==> config.mk <==
export PLATFORM = sky130hd
export DESIGN_NAME = crc_generate_and_check_core
export DESIGN_NICKNAME = d
export VERILOG_FILES = /design/src/sv/crcgc_pkg.sv /design/src/sv/crcgc_front.sv /design/src/sv/crcgc_queue.sv /design/src/sv/crcgc_back.sv /design/src/sv/crc_generate_and_check_core.sv
export SDC_FILE = /design/constraint.sdc
export NUM_CORES = 1
export LEC_CHECK = 0
export ABC_AREA = 0
export BUFFER_PORTS_ARGS = -buffer_cell sky130_fd_sc_hd__clkbuf_2
export CELL_PAD_IN_SITES_DETAIL_PLACEMENT = 1
export CELL_PAD_IN_SITES_GLOBAL_PLACEMENT = 1
export CORE_UTILIZATION = 54
export CTS_CLUSTER_DIAMETER = 150
export DETAILED_ROUTE_END_ITERATION = 8
export GPL_TIMING_DRIVEN = 0
export HOLD_SLACK_MARGIN = 0.1
export PLACE_DENSITY_LB_ADDON = 0.1
export SYNTH_ARGS = -nofsm -noshare
export SYNTH_HDL_FRONTEND = slang
export SYNTH_SLANG_ARGS = --single-unit
==> constraint.sdc <==
create_clock -name clk -period 11.3 [get_ports clk]
set_input_delay 2.26 -clock clk [delete_from_list [all_inputs] [get_ports clk]]
set_output_delay 2.26 -clock clk [all_outputs]
set_load 0.005 [all_outputs]
==> src/sv/crcgc_pkg.sv <==
// Shared types and constants for the serial CRC generate and check core.
`default_nettype none

package crcgc_pkg;

	// Configuration port geometry.
	localparam int CFG_INDEX_W = 2;
	localparam int CFG_DATA_W  = 32;

	// Configuration register indexes.
	localparam logic [CFG_INDEX_W-1:0] REG_POLY   = 2'd0;
	localparam logic [CFG_INDEX_W-1:0] REG_DEGREE = 2'd1;
	localparam logic [CFG_INDEX_W-1:0] REG_MODE   = 2'd2;

	// Register widths and reset values.
	localparam int POLY_W   = 32;
	localparam int DEGREE_W = 6;
	localparam logic [POLY_W-1:0]   POLY_RESET   = 32'h0000_1021;
	localparam logic [DEGREE_W-1:0] DEGREE_RESET = 6'd16;
	localparam logic                MODE_RESET   = 1'b0;

	// Kinds of work passed from the front to the back.
	localparam logic [1:0] KIND_ECHO    = 2'd0;
	localparam logic [1:0] KIND_FLUSH   = 2'd1;
	localparam logic [1:0] KIND_VERDICT = 2'd2;

	// Control part of one queued request.
	typedef struct packed {
		logic [1:0] kind;
		logic       data_bit;
	} task_ctl_t;

endpackage

`default_nettype wire

==> src/sv/crcgc_front.sv <==
// Front end: configuration registers, request intake and the running remainder.
`default_nettype none

module crcgc_front #(
	parameter int MAX_DEGREE = 32
) (
	input  wire logic                              clk,
	input  wire logic                              arst_n,
	input  wire logic                              cfg_we,
	input  wire logic [crcgc_pkg::CFG_INDEX_W-1:0] cfg_index,
	input  wire logic [crcgc_pkg::CFG_DATA_W-1:0]  cfg_wdata,
	input  wire logic                              in_valid,
	output logic                                   in_ready,
	input  wire logic                              msg_bit,
	input  wire logic                              msg_last,
	output logic                                   push_valid,
	input  wire logic                              push_ready,
	output crcgc_pkg::task_ctl_t                   push_ctl,
	output logic [MAX_DEGREE-1:0]                  push_rem,
	output logic [$clog2(MAX_DEGREE+1)-1:0]        push_deg
);
	import crcgc_pkg::*;

	localparam int DW = $clog2(MAX_DEGREE + 1);
	localparam int IW = (MAX_DEGREE > 1) ? $clog2(MAX_DEGREE) : 1;

	logic [POLY_W-1:0]     poly_q;
	logic [DEGREE_W-1:0]   deg_q;
	logic                  mode_q;
	logic [MAX_DEGREE-1:0] rem_q;

	logic [DW-1:0]         deg_eff;
	logic [MAX_DEGREE-1:0] mask;
	logic [MAX_DEGREE-1:0] poly_m;
	logic [MAX_DEGREE-1:0] cur;
	logic [MAX_DEGREE-1:0] shifted;
	logic [MAX_DEGREE-1:0] next_rem;
	logic                  top;
	logic                  fb;
	logic                  accept;

	// Configuration writes.
	always_ff @(posedge clk or negedge arst_n) begin
		if (!arst_n) begin
			poly_q <= POLY_RESET;
			deg_q  <= DEGREE_RESET;
			mode_q <= MODE_RESET;
		end else if (cfg_we) begin
			unique case (cfg_index)
				REG_POLY:   poly_q <= cfg_wdata[POLY_W-1:0];
				REG_DEGREE: deg_q  <= cfg_wdata[DEGREE_W-1:0];
				REG_MODE:   mode_q <= cfg_wdata[0];
				default: ;
			endcase
		end
	end

	// Clamp the degree into the supported range and build the degree mask.
	always_comb begin
		if (deg_q == '0) begin
			deg_eff = DW'(1);
		end else if (int'(deg_q) > MAX_DEGREE) begin
			deg_eff = DW'(MAX_DEGREE);
		end else begin
			deg_eff = DW'(deg_q);
		end
		for (int i = 0; i < MAX_DEGREE; i++) begin
			mask[i] = (i < int'(deg_eff));
		end
	end

	// One division step. Check mode shifts the bit in; generate mode feeds it back.
	always_comb begin
		poly_m   = MAX_DEGREE'(poly_q) & mask;
		cur      = rem_q & mask;
		top      = cur[IW'(deg_eff - DW'(1))];
		shifted  = (cur << 1) | MAX_DEGREE'(mode_q & msg_bit);
		fb       = mode_q ? top : (top ^ msg_bit);
		next_rem = (shifted & mask) ^ (fb ? poly_m : '0);
	end

	assign in_ready = push_ready;
	assign accept   = in_valid && in_ready;

	// Every generate bit and the last check bit produce a request for the back end.
	always_comb begin
		push_valid = accept && !(mode_q && !msg_last);
		push_rem   = next_rem;
		push_deg   = deg_eff;
		if (mode_q) begin
			push_ctl.kind     = KIND_VERDICT;
			push_ctl.data_bit = |next_rem;
		end else begin
			push_ctl.kind     = msg_last ? KIND_FLUSH : KIND_ECHO;
			push_ctl.data_bit = msg_bit;
		end
	end

	// Running remainder, cleared at the end of each message.
	always_ff @(posedge clk or negedge arst_n) begin
		if (!arst_n) begin
			rem_q <= '0;
		end else if (accept) begin
			rem_q <= msg_last ? '0 : next_rem;
		end
	end

endmodule

`default_nettype wire

==> src/sv/crcgc_queue.sv <==
// Small request queue that decouples the front end from the back end.
`default_nettype none

module crcgc_queue #(
	parameter int WIDTH = 8,
	parameter int DEPTH = 2
) (
	input  wire logic             clk,
	input  wire logic             arst_n,
	input  wire logic             push_valid,
	output logic                  push_ready,
	input  wire logic [WIDTH-1:0] push_data,
	output logic                  pop_valid,
	input  wire logic             pop_ready,
	output logic [WIDTH-1:0]      pop_data
);

	localparam int PW = (DEPTH > 1) ? $clog2(DEPTH) : 1;
	localparam int CW = $clog2(DEPTH + 1);

	logic [WIDTH-1:0] mem_q [DEPTH];
	logic [PW-1:0]    wr_ptr_q;
	logic [PW-1:0]    rd_ptr_q;
	logic [CW-1:0]    count_q;
	logic             do_push;
	logic             do_pop;

	assign push_ready = (int'(count_q) < DEPTH);
	assign pop_valid  = (count_q != '0);
	assign pop_data   = mem_q[rd_ptr_q];
	assign do_push    = push_valid && push_ready;
	assign do_pop     = pop_valid && pop_ready;

	// Entry storage.
	always_ff @(posedge clk) begin
		if (do_push) begin
			mem_q[wr_ptr_q] <= push_data;
		end
	end

	// Pointers and fill level.
	always_ff @(posedge clk or negedge arst_n) begin
		if (!arst_n) begin
			wr_ptr_q <= '0;
			rd_ptr_q <= '0;
			count_q  <= '0;
		end else begin
			if (do_push) begin
				wr_ptr_q <= (wr_ptr_q == PW'(DEPTH - 1)) ? '0 : wr_ptr_q + PW'(1);
			end
			if (do_pop) begin
				rd_ptr_q <= (rd_ptr_q == PW'(DEPTH - 1)) ? '0 : rd_ptr_q + PW'(1);
			end
			if (do_push && !do_pop) begin
				count_q <= count_q + CW'(1);
			end else if (do_pop && !do_push) begin
				count_q <= count_q - CW'(1);
			end
		end
	end

endmodule

`default_nettype wire

==> src/sv/crcgc_back.sv <==
// Back end: turns queued requests into result items and streams the check bits.
`default_nettype none

module crcgc_back #(
	parameter int MAX_DEGREE = 32
) (
	input  wire logic                              clk,
	input  wire logic                              arst_n,
	input  wire logic                              pop_valid,
	output logic                                   pop_ready,
	input  wire crcgc_pkg::task_ctl_t              pop_ctl,
	input  wire logic [MAX_DEGREE-1:0]             pop_rem,
	input  wire logic [$clog2(MAX_DEGREE+1)-1:0]   pop_deg,
	output logic                                   out_valid,
	input  wire logic                              out_ready,
	output logic                                   code_bit,
	output logic                                   is_check_bit,
	output logic                                   error_found,
	output logic                                   out_last
);
	import crcgc_pkg::*;

	localparam int DW = $clog2(MAX_DEGREE + 1);
	localparam int IW = (MAX_DEGREE > 1) ? $clog2(MAX_DEGREE) : 1;

	logic                  out_valid_q;
	logic                  code_q;
	logic                  chk_q;
	logic                  err_q;
	logic                  last_q;
	logic [DW-1:0]         cnt_q;
	logic [MAX_DEGREE-1:0] rem_q;
	logic                  take;

	// The output register can load when empty or when its item leaves.
	assign take      = !out_valid_q || out_ready;
	assign pop_ready = take && (cnt_q == '0);

	// Check-bit counter and remainder held for the tail of a codeword.
	always_ff @(posedge clk or negedge arst_n) begin
		if (!arst_n) begin
			cnt_q <= '0;
		end else if (take) begin
			if (cnt_q != '0) begin
				cnt_q <= cnt_q - DW'(1);
			end else if (pop_valid && pop_ctl.kind == KIND_FLUSH) begin
				cnt_q <= pop_deg;
			end
		end
	end

	always_ff @(posedge clk) begin
		if (take && cnt_q == '0 && pop_valid && pop_ctl.kind == KIND_FLUSH) begin
			rem_q <= pop_rem;
		end
	end

	// Output valid.
	always_ff @(posedge clk or negedge arst_n) begin
		if (!arst_n) begin
			out_valid_q <= 1'b0;
		end else if (take) begin
			out_valid_q <= (cnt_q != '0) || pop_valid;
		end
	end

	// Output payload: a check bit, most significant first, or the queued request.
	always_ff @(posedge clk) begin
		if (take) begin
			if (cnt_q != '0) begin
				code_q <= rem_q[IW'(cnt_q - DW'(1))];
				chk_q  <= 1'b1;
				err_q  <= 1'b0;
				last_q <= (cnt_q == DW'(1));
			end else begin
				unique case (pop_ctl.kind)
					KIND_VERDICT: begin
						code_q <= 1'b0;
						chk_q  <= 1'b0;
						err_q  <= pop_ctl.data_bit;
						last_q <= 1'b1;
					end
					default: begin
						code_q <= pop_ctl.data_bit;
						chk_q  <= 1'b0;
						err_q  <= 1'b0;
						last_q <= 1'b0;
					end
				endcase
			end
		end
	end

	assign out_valid    = out_valid_q;
	assign code_bit     = code_q;
	assign is_check_bit = chk_q;
	assign error_found  = err_q;
	assign out_last     = last_q;

endmodule

`default_nettype wire

==> src/sv/crc_generate_and_check_core.sv <==
// Top level of the bit-serial CRC generator and checker.
//
// Usage: message bits enter one per request on the input channel
// (msg_bit, msg_last). With the mode register at 0 each bit comes back as a
// codeword bit, and after the last bit the remainder follows as degree
// check bits, most significant first, the final one marked by out_last.
// With the mode register at 1 bits are absorbed and the last bit yields one
// verdict request with out_last set; error_found flags a nonzero remainder.
// A result passes through the request queue and then the output register
// before it is presented.
// Throughput: one input bit per cycle while the queue has room; the front
// end does one XOR-shift of the remainder per bit. A generate message's
// last bit occupies the output for itself and its degree check bits, during
// which the two-entry request queue fills and the input channel stalls.
// Reset clears the remainder, the queue and the output register and
// loads the registers with polynomial 0x1021, degree 16, generate mode.
// When the receiver stalls, the output register holds its request and
// the queue absorbs up to two more requests before in_ready drops.
// Configuration is written through cfg_we, cfg_index and cfg_wdata.
`default_nettype none

module crc_generate_and_check_core #(
	parameter int MAX_DEGREE = 32
) (
	input  wire logic                              clk,
	input  wire logic                              arst_n,
	input  wire logic                              cfg_we,
	input  wire logic [crcgc_pkg::CFG_INDEX_W-1:0] cfg_index,
	input  wire logic [crcgc_pkg::CFG_DATA_W-1:0]  cfg_wdata,
	input  wire logic                              in_valid,
	output logic                                   in_ready,
	input  wire logic                              msg_bit,
	input  wire logic                              msg_last,
	output logic                                   out_valid,
	input  wire logic                              out_ready,
	output logic                                   code_bit,
	output logic                                   is_check_bit,
	output logic                                   error_found,
	output logic                                   out_last
);
	import crcgc_pkg::*;

	localparam int DW = $clog2(MAX_DEGREE + 1);
	localparam int QW = $bits(task_ctl_t) + MAX_DEGREE + DW;

	logic                  push_valid;
	logic                  push_ready;
	task_ctl_t             push_ctl;
	logic [MAX_DEGREE-1:0] push_rem;
	logic [DW-1:0]         push_deg;
	logic                  pop_valid;
	logic                  pop_ready;
	logic [QW-1:0]         pop_data;
	task_ctl_t             pop_ctl;
	logic [MAX_DEGREE-1:0] pop_rem;
	logic [DW-1:0]         pop_deg;

	// Intake and remainder update.
	crcgc_front #(
		.MAX_DEGREE(MAX_DEGREE)
	) u_front (
		.clk       (clk),
		.arst_n    (arst_n),
		.cfg_we    (cfg_we),
		.cfg_index (cfg_index),
		.cfg_wdata (cfg_wdata),
		.in_valid  (in_valid),
		.in_ready  (in_ready),
		.msg_bit   (msg_bit),
		.msg_last  (msg_last),
		.push_valid(push_valid),
		.push_ready(push_ready),
		.push_ctl  (push_ctl),
		.push_rem  (push_rem),
		.push_deg  (push_deg)
	);

	// Request queue between the two halves.
	crcgc_queue #(
		.WIDTH(QW),
		.DEPTH(2)
	) u_queue (
		.clk       (clk),
		.arst_n    (arst_n),
		.push_valid(push_valid),
		.push_ready(push_ready),
		.push_data ({push_ctl, push_rem, push_deg}),
		.pop_valid (pop_valid),
		.pop_ready (pop_ready),
		.pop_data  (pop_data)
	);

	assign {pop_ctl, pop_rem, pop_deg} = pop_data;

	// Result sequencing.
	crcgc_back #(
		.MAX_DEGREE(MAX_DEGREE)
	) u_back (
		.clk         (clk),
		.arst_n      (arst_n),
		.pop_valid   (pop_valid),
		.pop_ready   (pop_ready),
		.pop_ctl     (pop_ctl),
		.pop_rem     (pop_rem),
		.pop_deg     (pop_deg),
		.out_valid   (out_valid),
		.out_ready   (out_ready),
		.code_bit    (code_bit),
		.is_check_bit(is_check_bit),
		.error_found (error_found),
		.out_last    (out_last)
	);

endmodule

`default_nettype wire

== After elaboration in Yosys (flattened, before gate mapping) ==
Memory sizes are Yosys's and may differ from the RTL's.
Cells that the tools add are included.
Operators by class
  reduce and logical (&&, ||, !) cells: 30
  bitwise operators: 8
  equality and inequality tests: 5
  magnitude comparators: 36
  add/sub/neg operators: 6
  multiplexer cells: 24
Operators with widths (number)
  32-bit AND: 3
  5-bit by 6-bit < comparator with 1-bit output, first input constant: 16
  32-bit 2-to-1 mux: 2
  4-bit by 6-bit < comparator with 1-bit output, first input constant: 8
  32-bit bitwise OR: 1
  32-bit OR reduction: 1
  32-bit XOR: 1
  3-bit by 6-bit < comparator with 1-bit output, first input constant: 4
  6-bit 2-to-1 mux: 4
  1-bit 2-to-1 mux: 13
  6-bit zero test: 2
  1-bit by 6-bit < comparator with 1-bit output, first input constant: 2
  2-bit by 6-bit < comparator with 1-bit output, first input constant: 2
  5-bit by 6-bit < comparator with 1-bit output, second input constant: 2
  1-bit binary-select mux with 5-bit select: 2
  1-bit logical AND: 10
  2-bit AND reduction: 4
  6-bit by 1-bit equality test with 1-bit output, second input constant: 1
  6-bit > comparator, second input constant: 1
  2-bit nonzero test: 3
  6-bit nonzero test: 1
  6-bit by 1-bit subtractor with 6-bit output, second input constant: 1
  1-bit zero test: 5
  5-bit by 1-bit subtractor with 5-bit output, second input constant: 1
  other kinds (14): 19
Storage, ports and cells
  memories kept: 1
  output and inout port bits: 6
  bits in writable memories: 82
  word-level logic and storage cells: 124
  register bits after elaboration: 118
Memories
  u_queue.mem_q: words 2, width 41, read ports 1, clocked after Yosys merged registers in 0, write ports 1, RTL line crcgc_queue.sv:21  | logic [WIDTH-1:0] mem_q [DEPTH];

== Depth between registers and ports, before layout ==
  depth after elaboration: 13
  depth in mapped cells: 20
  depth with buffers taken out: 15

== By module ==
Synthesis repeated with hierarchy kept, for this count alone.
Unflattened totals
  cells, all modules: 733
  area total of the unflattened synthesis: 9756.9 um^2
By module, submodules not included
  crcgc_front: cells an instance 458, times used 1, area each 4425.5 um^2, sequential area each 1781.7 um^2
  crcgc_queue: cells an instance 145, times used 1, area each 3354.5 um^2, sequential area each 2562.5 um^2
  crcgc_back: cells an instance 130, times used 1, area each 1976.9 um^2, sequential area each 1256.2 um^2

== Least setup slack after synthesis ==
Ideal clock, no wire load.
  path kind: input -> register
  from: input out_ready
  to: register u_back.rem_q[0] (enable)
  slack: 6.252 ns
  required time: 10.839 ns
  buffers on the path: 0
  stages on the path: 2
  arrival: 4.587 ns
  cell sequence: nor2b_1 -> nor3_1
On the way
  longest elaborated chain between the ends: 4
RTL lines
  start: declaration: RTL line crc_generate_and_check_core.sv:35  | input wire logic out_ready,
  1-bit logical OR: RTL line crcgc_back.sv:36  | assign take = !out_valid_q || out_ready;
  1-bit logical AND (3 in a row): RTL line crcgc_back.sv:53  | if (take && cnt_q == '0 && pop_valid && pop_ctl.kind == KIND_FLUSH) begin
  end signal: assignment: RTL line crcgc_back.sv:54  | rem_q <= pop_rem;
  end: declaration: RTL line crcgc_back.sv:32  | logic [MAX_DEGREE-1:0] rem_q;
No other way between the ends.
A chain may end at the register's enable or synchronous reset.

==> flow_summary.json <==
{
  "setup_tns_ns": 0,
  "io_pins": 47,
  "finalClockSkew_ns": 0.0202,
  "initial_utilization_pct": 56.0,
  "wl_per_cell_um": 28.5,
  "ys_top_cells_by_count": "edfxtp_1, mux2_2, nand2_1",
  "status": "complete, no violations",
  "synth_area_leaders": "edfxtp_1, dfrtp_1, mux2_2, nand2_1, a22o_1",
  "clock_sinks": 200,
  "synth_edf_count": 118,
  "worstReg2RegEnd": "u_queue.mem_q[1][38]",
  "dr.pass1.iters": 5,
  "max_freq_mhz": 159,
  "min_from": "u_front.rem_q[9]",
  "irDropWorstVdd_mv": 0.126,
  "cts_buffer_depth": 2,
  "die_width_um": 142,
  "clk_latency_ns": 0.45,
  "syn_area_um2": 10600,
  "drc_errors": 0,
  "hold_depth": 1,
  "antenna_cells": 0,
  "antenna_found_initial": 0,
  "die_area_um2": 20300,
  "path_max_fanout": 10,
  "arrival_ns": 6.46,
  "synthesis.instances": 918,
  "hpwl_um": 25300,
  "slew_violations": 0,
  "cts_setup_buffers": 0,
  "r2r-start": "u_front.deg_q[5]",
  "io_buffers": 46,
  "grtUsageTotal_pct": 37.1,
  "drive_gt1_share_pct": 23.9,
  "r2r_cells": 19,
  "die_h_um": 142,
  "yosysWarnings": 0,
  "nets": 1033,
  "critical_path.startpoint": "u_front.deg_q[5]",
  "p_per_area_nw_per_um2": 263,
  "place.gp.congestion": 0.944,
  "critPathRequiredTime_ns": 11.46,
  "max-slew-margin-rel_pct": 33.0,
  "cts_htree_levels": 4,
  "ys_ff_latch": 200,
  "cts_tree": "built",
  "grt_max_degree": 60,
  "grt_pass1_vias": 8989,
  "hold_buffers": 0,
  "clk_pin_slew_ns": 0.09,
  "synth_cell_types": 76,
  "r2r_slack_ns": 5.00,
  "cts_buffers": 17,
  "via_per_inst": 6.81,
  "drtIter0Drc": 746,
  "grt_first_pass_wirelength_um": 54900,
  "syn_to_final_growth_pct": 11.8,
  "fillers": 2023,
  "path_class": "flop to flop",
  "synthFlopType": "edfxtp_1",
  "core_area_um2": 19000,
  "hold_ws_ns": 0.525,
  "period_needed_ns": 6.30,
  "grt_setup_unrepaired": "no",
  "ys_async_sr_fraction_pct": 41.0,
  "fin_crit_sh_pct": 55.7,
  "wl_um": 35900,
  "ant_nets": 0,
  "tightest_slew_ns": 0.997,
  "min_to": "u_front.rem_q[9]",
  "fp-row-count": 50,
  "avgSynthCellArea_um2": 11.6,
  "yosysSeqAreaShare_pct": 52.6,
  "start_kind": "flop",
  "leakagePower_nw": 4.48,
  "final_hold_viol_count": 0,
  "maxCapViolCount": 0,
  "syn_nets": 963,
  "root_buffer": "clkbuf_16",
  "cts_resized": 0,
  "crit_path_end_kind": "flop",
  "synth.most_common_cell": "edfxtp_1",
  "num_vias": 8585,
  "hold_path.class": "flop to flop",
  "overflow": 0,
  "yosysTopAreaCell": "edfxtp_1",
  "yosysTopAreaCellShare_pct": 33.3,
  "setup-violations-final": 0
}
worst max path at each step:
| stage | end | slack [ns] | depth (start not counted) |
|---|---|---|---|
| floorplan | u_back.rem_q[0] | 6.25 | 2 |
| global placement | u_back.rem_q[27] | 4.77 | 9 |
| detailed placement | u_queue.mem_q[0][38] | 5.25 | 19 |
| CTS | u_queue.mem_q[1][38] | 5.18 | 19 |
| global route | u_queue.mem_q[1][38] | 4.81 | 19 |
| finish | u_queue.mem_q[1][38] | 5.00 | 19 |
power breakdown:
group          switching [mW]  leakage [nW]  total [mW]  internal, mW
clock network           0.320         0.290       0.620         0.300
logic                   0.857          2.08        1.35         0.497
registers               0.160          2.11        1.15         0.993
cells by family after synthesis:
group,after synthesis,share of synthesized area (%)
and+or+nand+nor,297,14.8
AOI/OAI and AO/OA,217,15.7
DFF,200,52.6
muxes,102,11.9
buffers and inverters,88,3.63
xor gates and xnor gates,10,0.893
adders and majority gates,4,0.470
cells in the final DEF (no fill, tap or decap), types with 20 or more instances in the layout:
cell,count
edfxtp_1,118
mux2_2,82
nand2_1,79
dfrtp_1,78
nand3_1,49
clkbuf_2,45
clkbuf_1,43
a21oi_1,35
a22o_1,32
nor2_1,28
o21ai_0,27
nor3_1,26
a31o_2,21
o221ai_1,21
nor4_1,20
per-layer routing:
layer / track usage [%] / routed length (um) / vias to the layer above / part of all wire (%)
met4: 17.8 / 1440 / 0 / 4.0
met5: 0 / 0 / - / 0
li1: - / - / 3702 / -
met3: 5.69 / 2550 / 97 / 7.1
met1: 47.5 / 14300 / 4365 / 40
met2: 61.8 / 17600 / 421 / 49
critical path, cell delays in order, from the launching register on:
cell	delay, ns
dfrtp_1	0.34
buf_4	0.18
clkbuf_1	0.44
buf_1	0.59
nor2b_1	0.12
ha_1	0.20
buf_2	0.19
and2_0	0.37
a21o_1	0.30
a311oi_1	0.29
nor3_1	0.12
o31ai_4	0.62
o211ai_4	0.22
xnor2_2	0.43
buf_6	0.22
buf_2	0.27
a21oi_1	0.12
a31o_2	0.30
nor4_1	0.42
a31oi_1	0.21
final cells by class:
cell class | count | area, um2 | share of cell area, %
flip-flops and latches | 200 | 5600 | 47.1
multi-input cells | 630 | 4680 | 39.3
clock buffers | 17 | 425 | 3.58
well taps | 260 | 325 | 2.73
plain buffers | 71 | 320 | 2.69
repair buffers | 51 | 315 | 2.65
clock inverters | 15 | 166 | 1.40
inverters | 17 | 66.3 | 0.557
flip-flops by register name, indices dropped and copies added, names as in the netlist:
name,cells
u_back.out_valid,1
u_queue.rd_ptr_q,1
u_front.poly_q,32
u_back.error_found,1
u_queue.wr_ptr_q,1
u_back.rem_q,32
u_back.cnt_q,6
u_back.is_check_bit,1
u_back.out_last,1
u_back.code_bit,1
u_front.mode_q,1
u_queue.count_q,2
u_queue.mem_q,82
u_front.deg_q,6
u_front.rem_q,32
metrics by stage:
stage | setup WS (ns) | total power [mW] | std cells | cell area, um2 | utilization [%]
after floorplan | 6.25 | 1.96 | 918 | 10600 | -
after global placement | 4.77 | 2.37 | 1224 | 11200 | 58.9
after detailed placement | 5.25 | 2.45 | 1229 | 11300 | 59.4
after CTS | 5.18 | 3.09 | 1261 | 11900 | 62.5
after global routing | 4.81 | 3.23 | 1261 | 11900 | 62.5
final | 5.00 | 3.13 | 1261 | 11900 | 62.5
No activity file was read; power rests on OpenSTA's default activity.
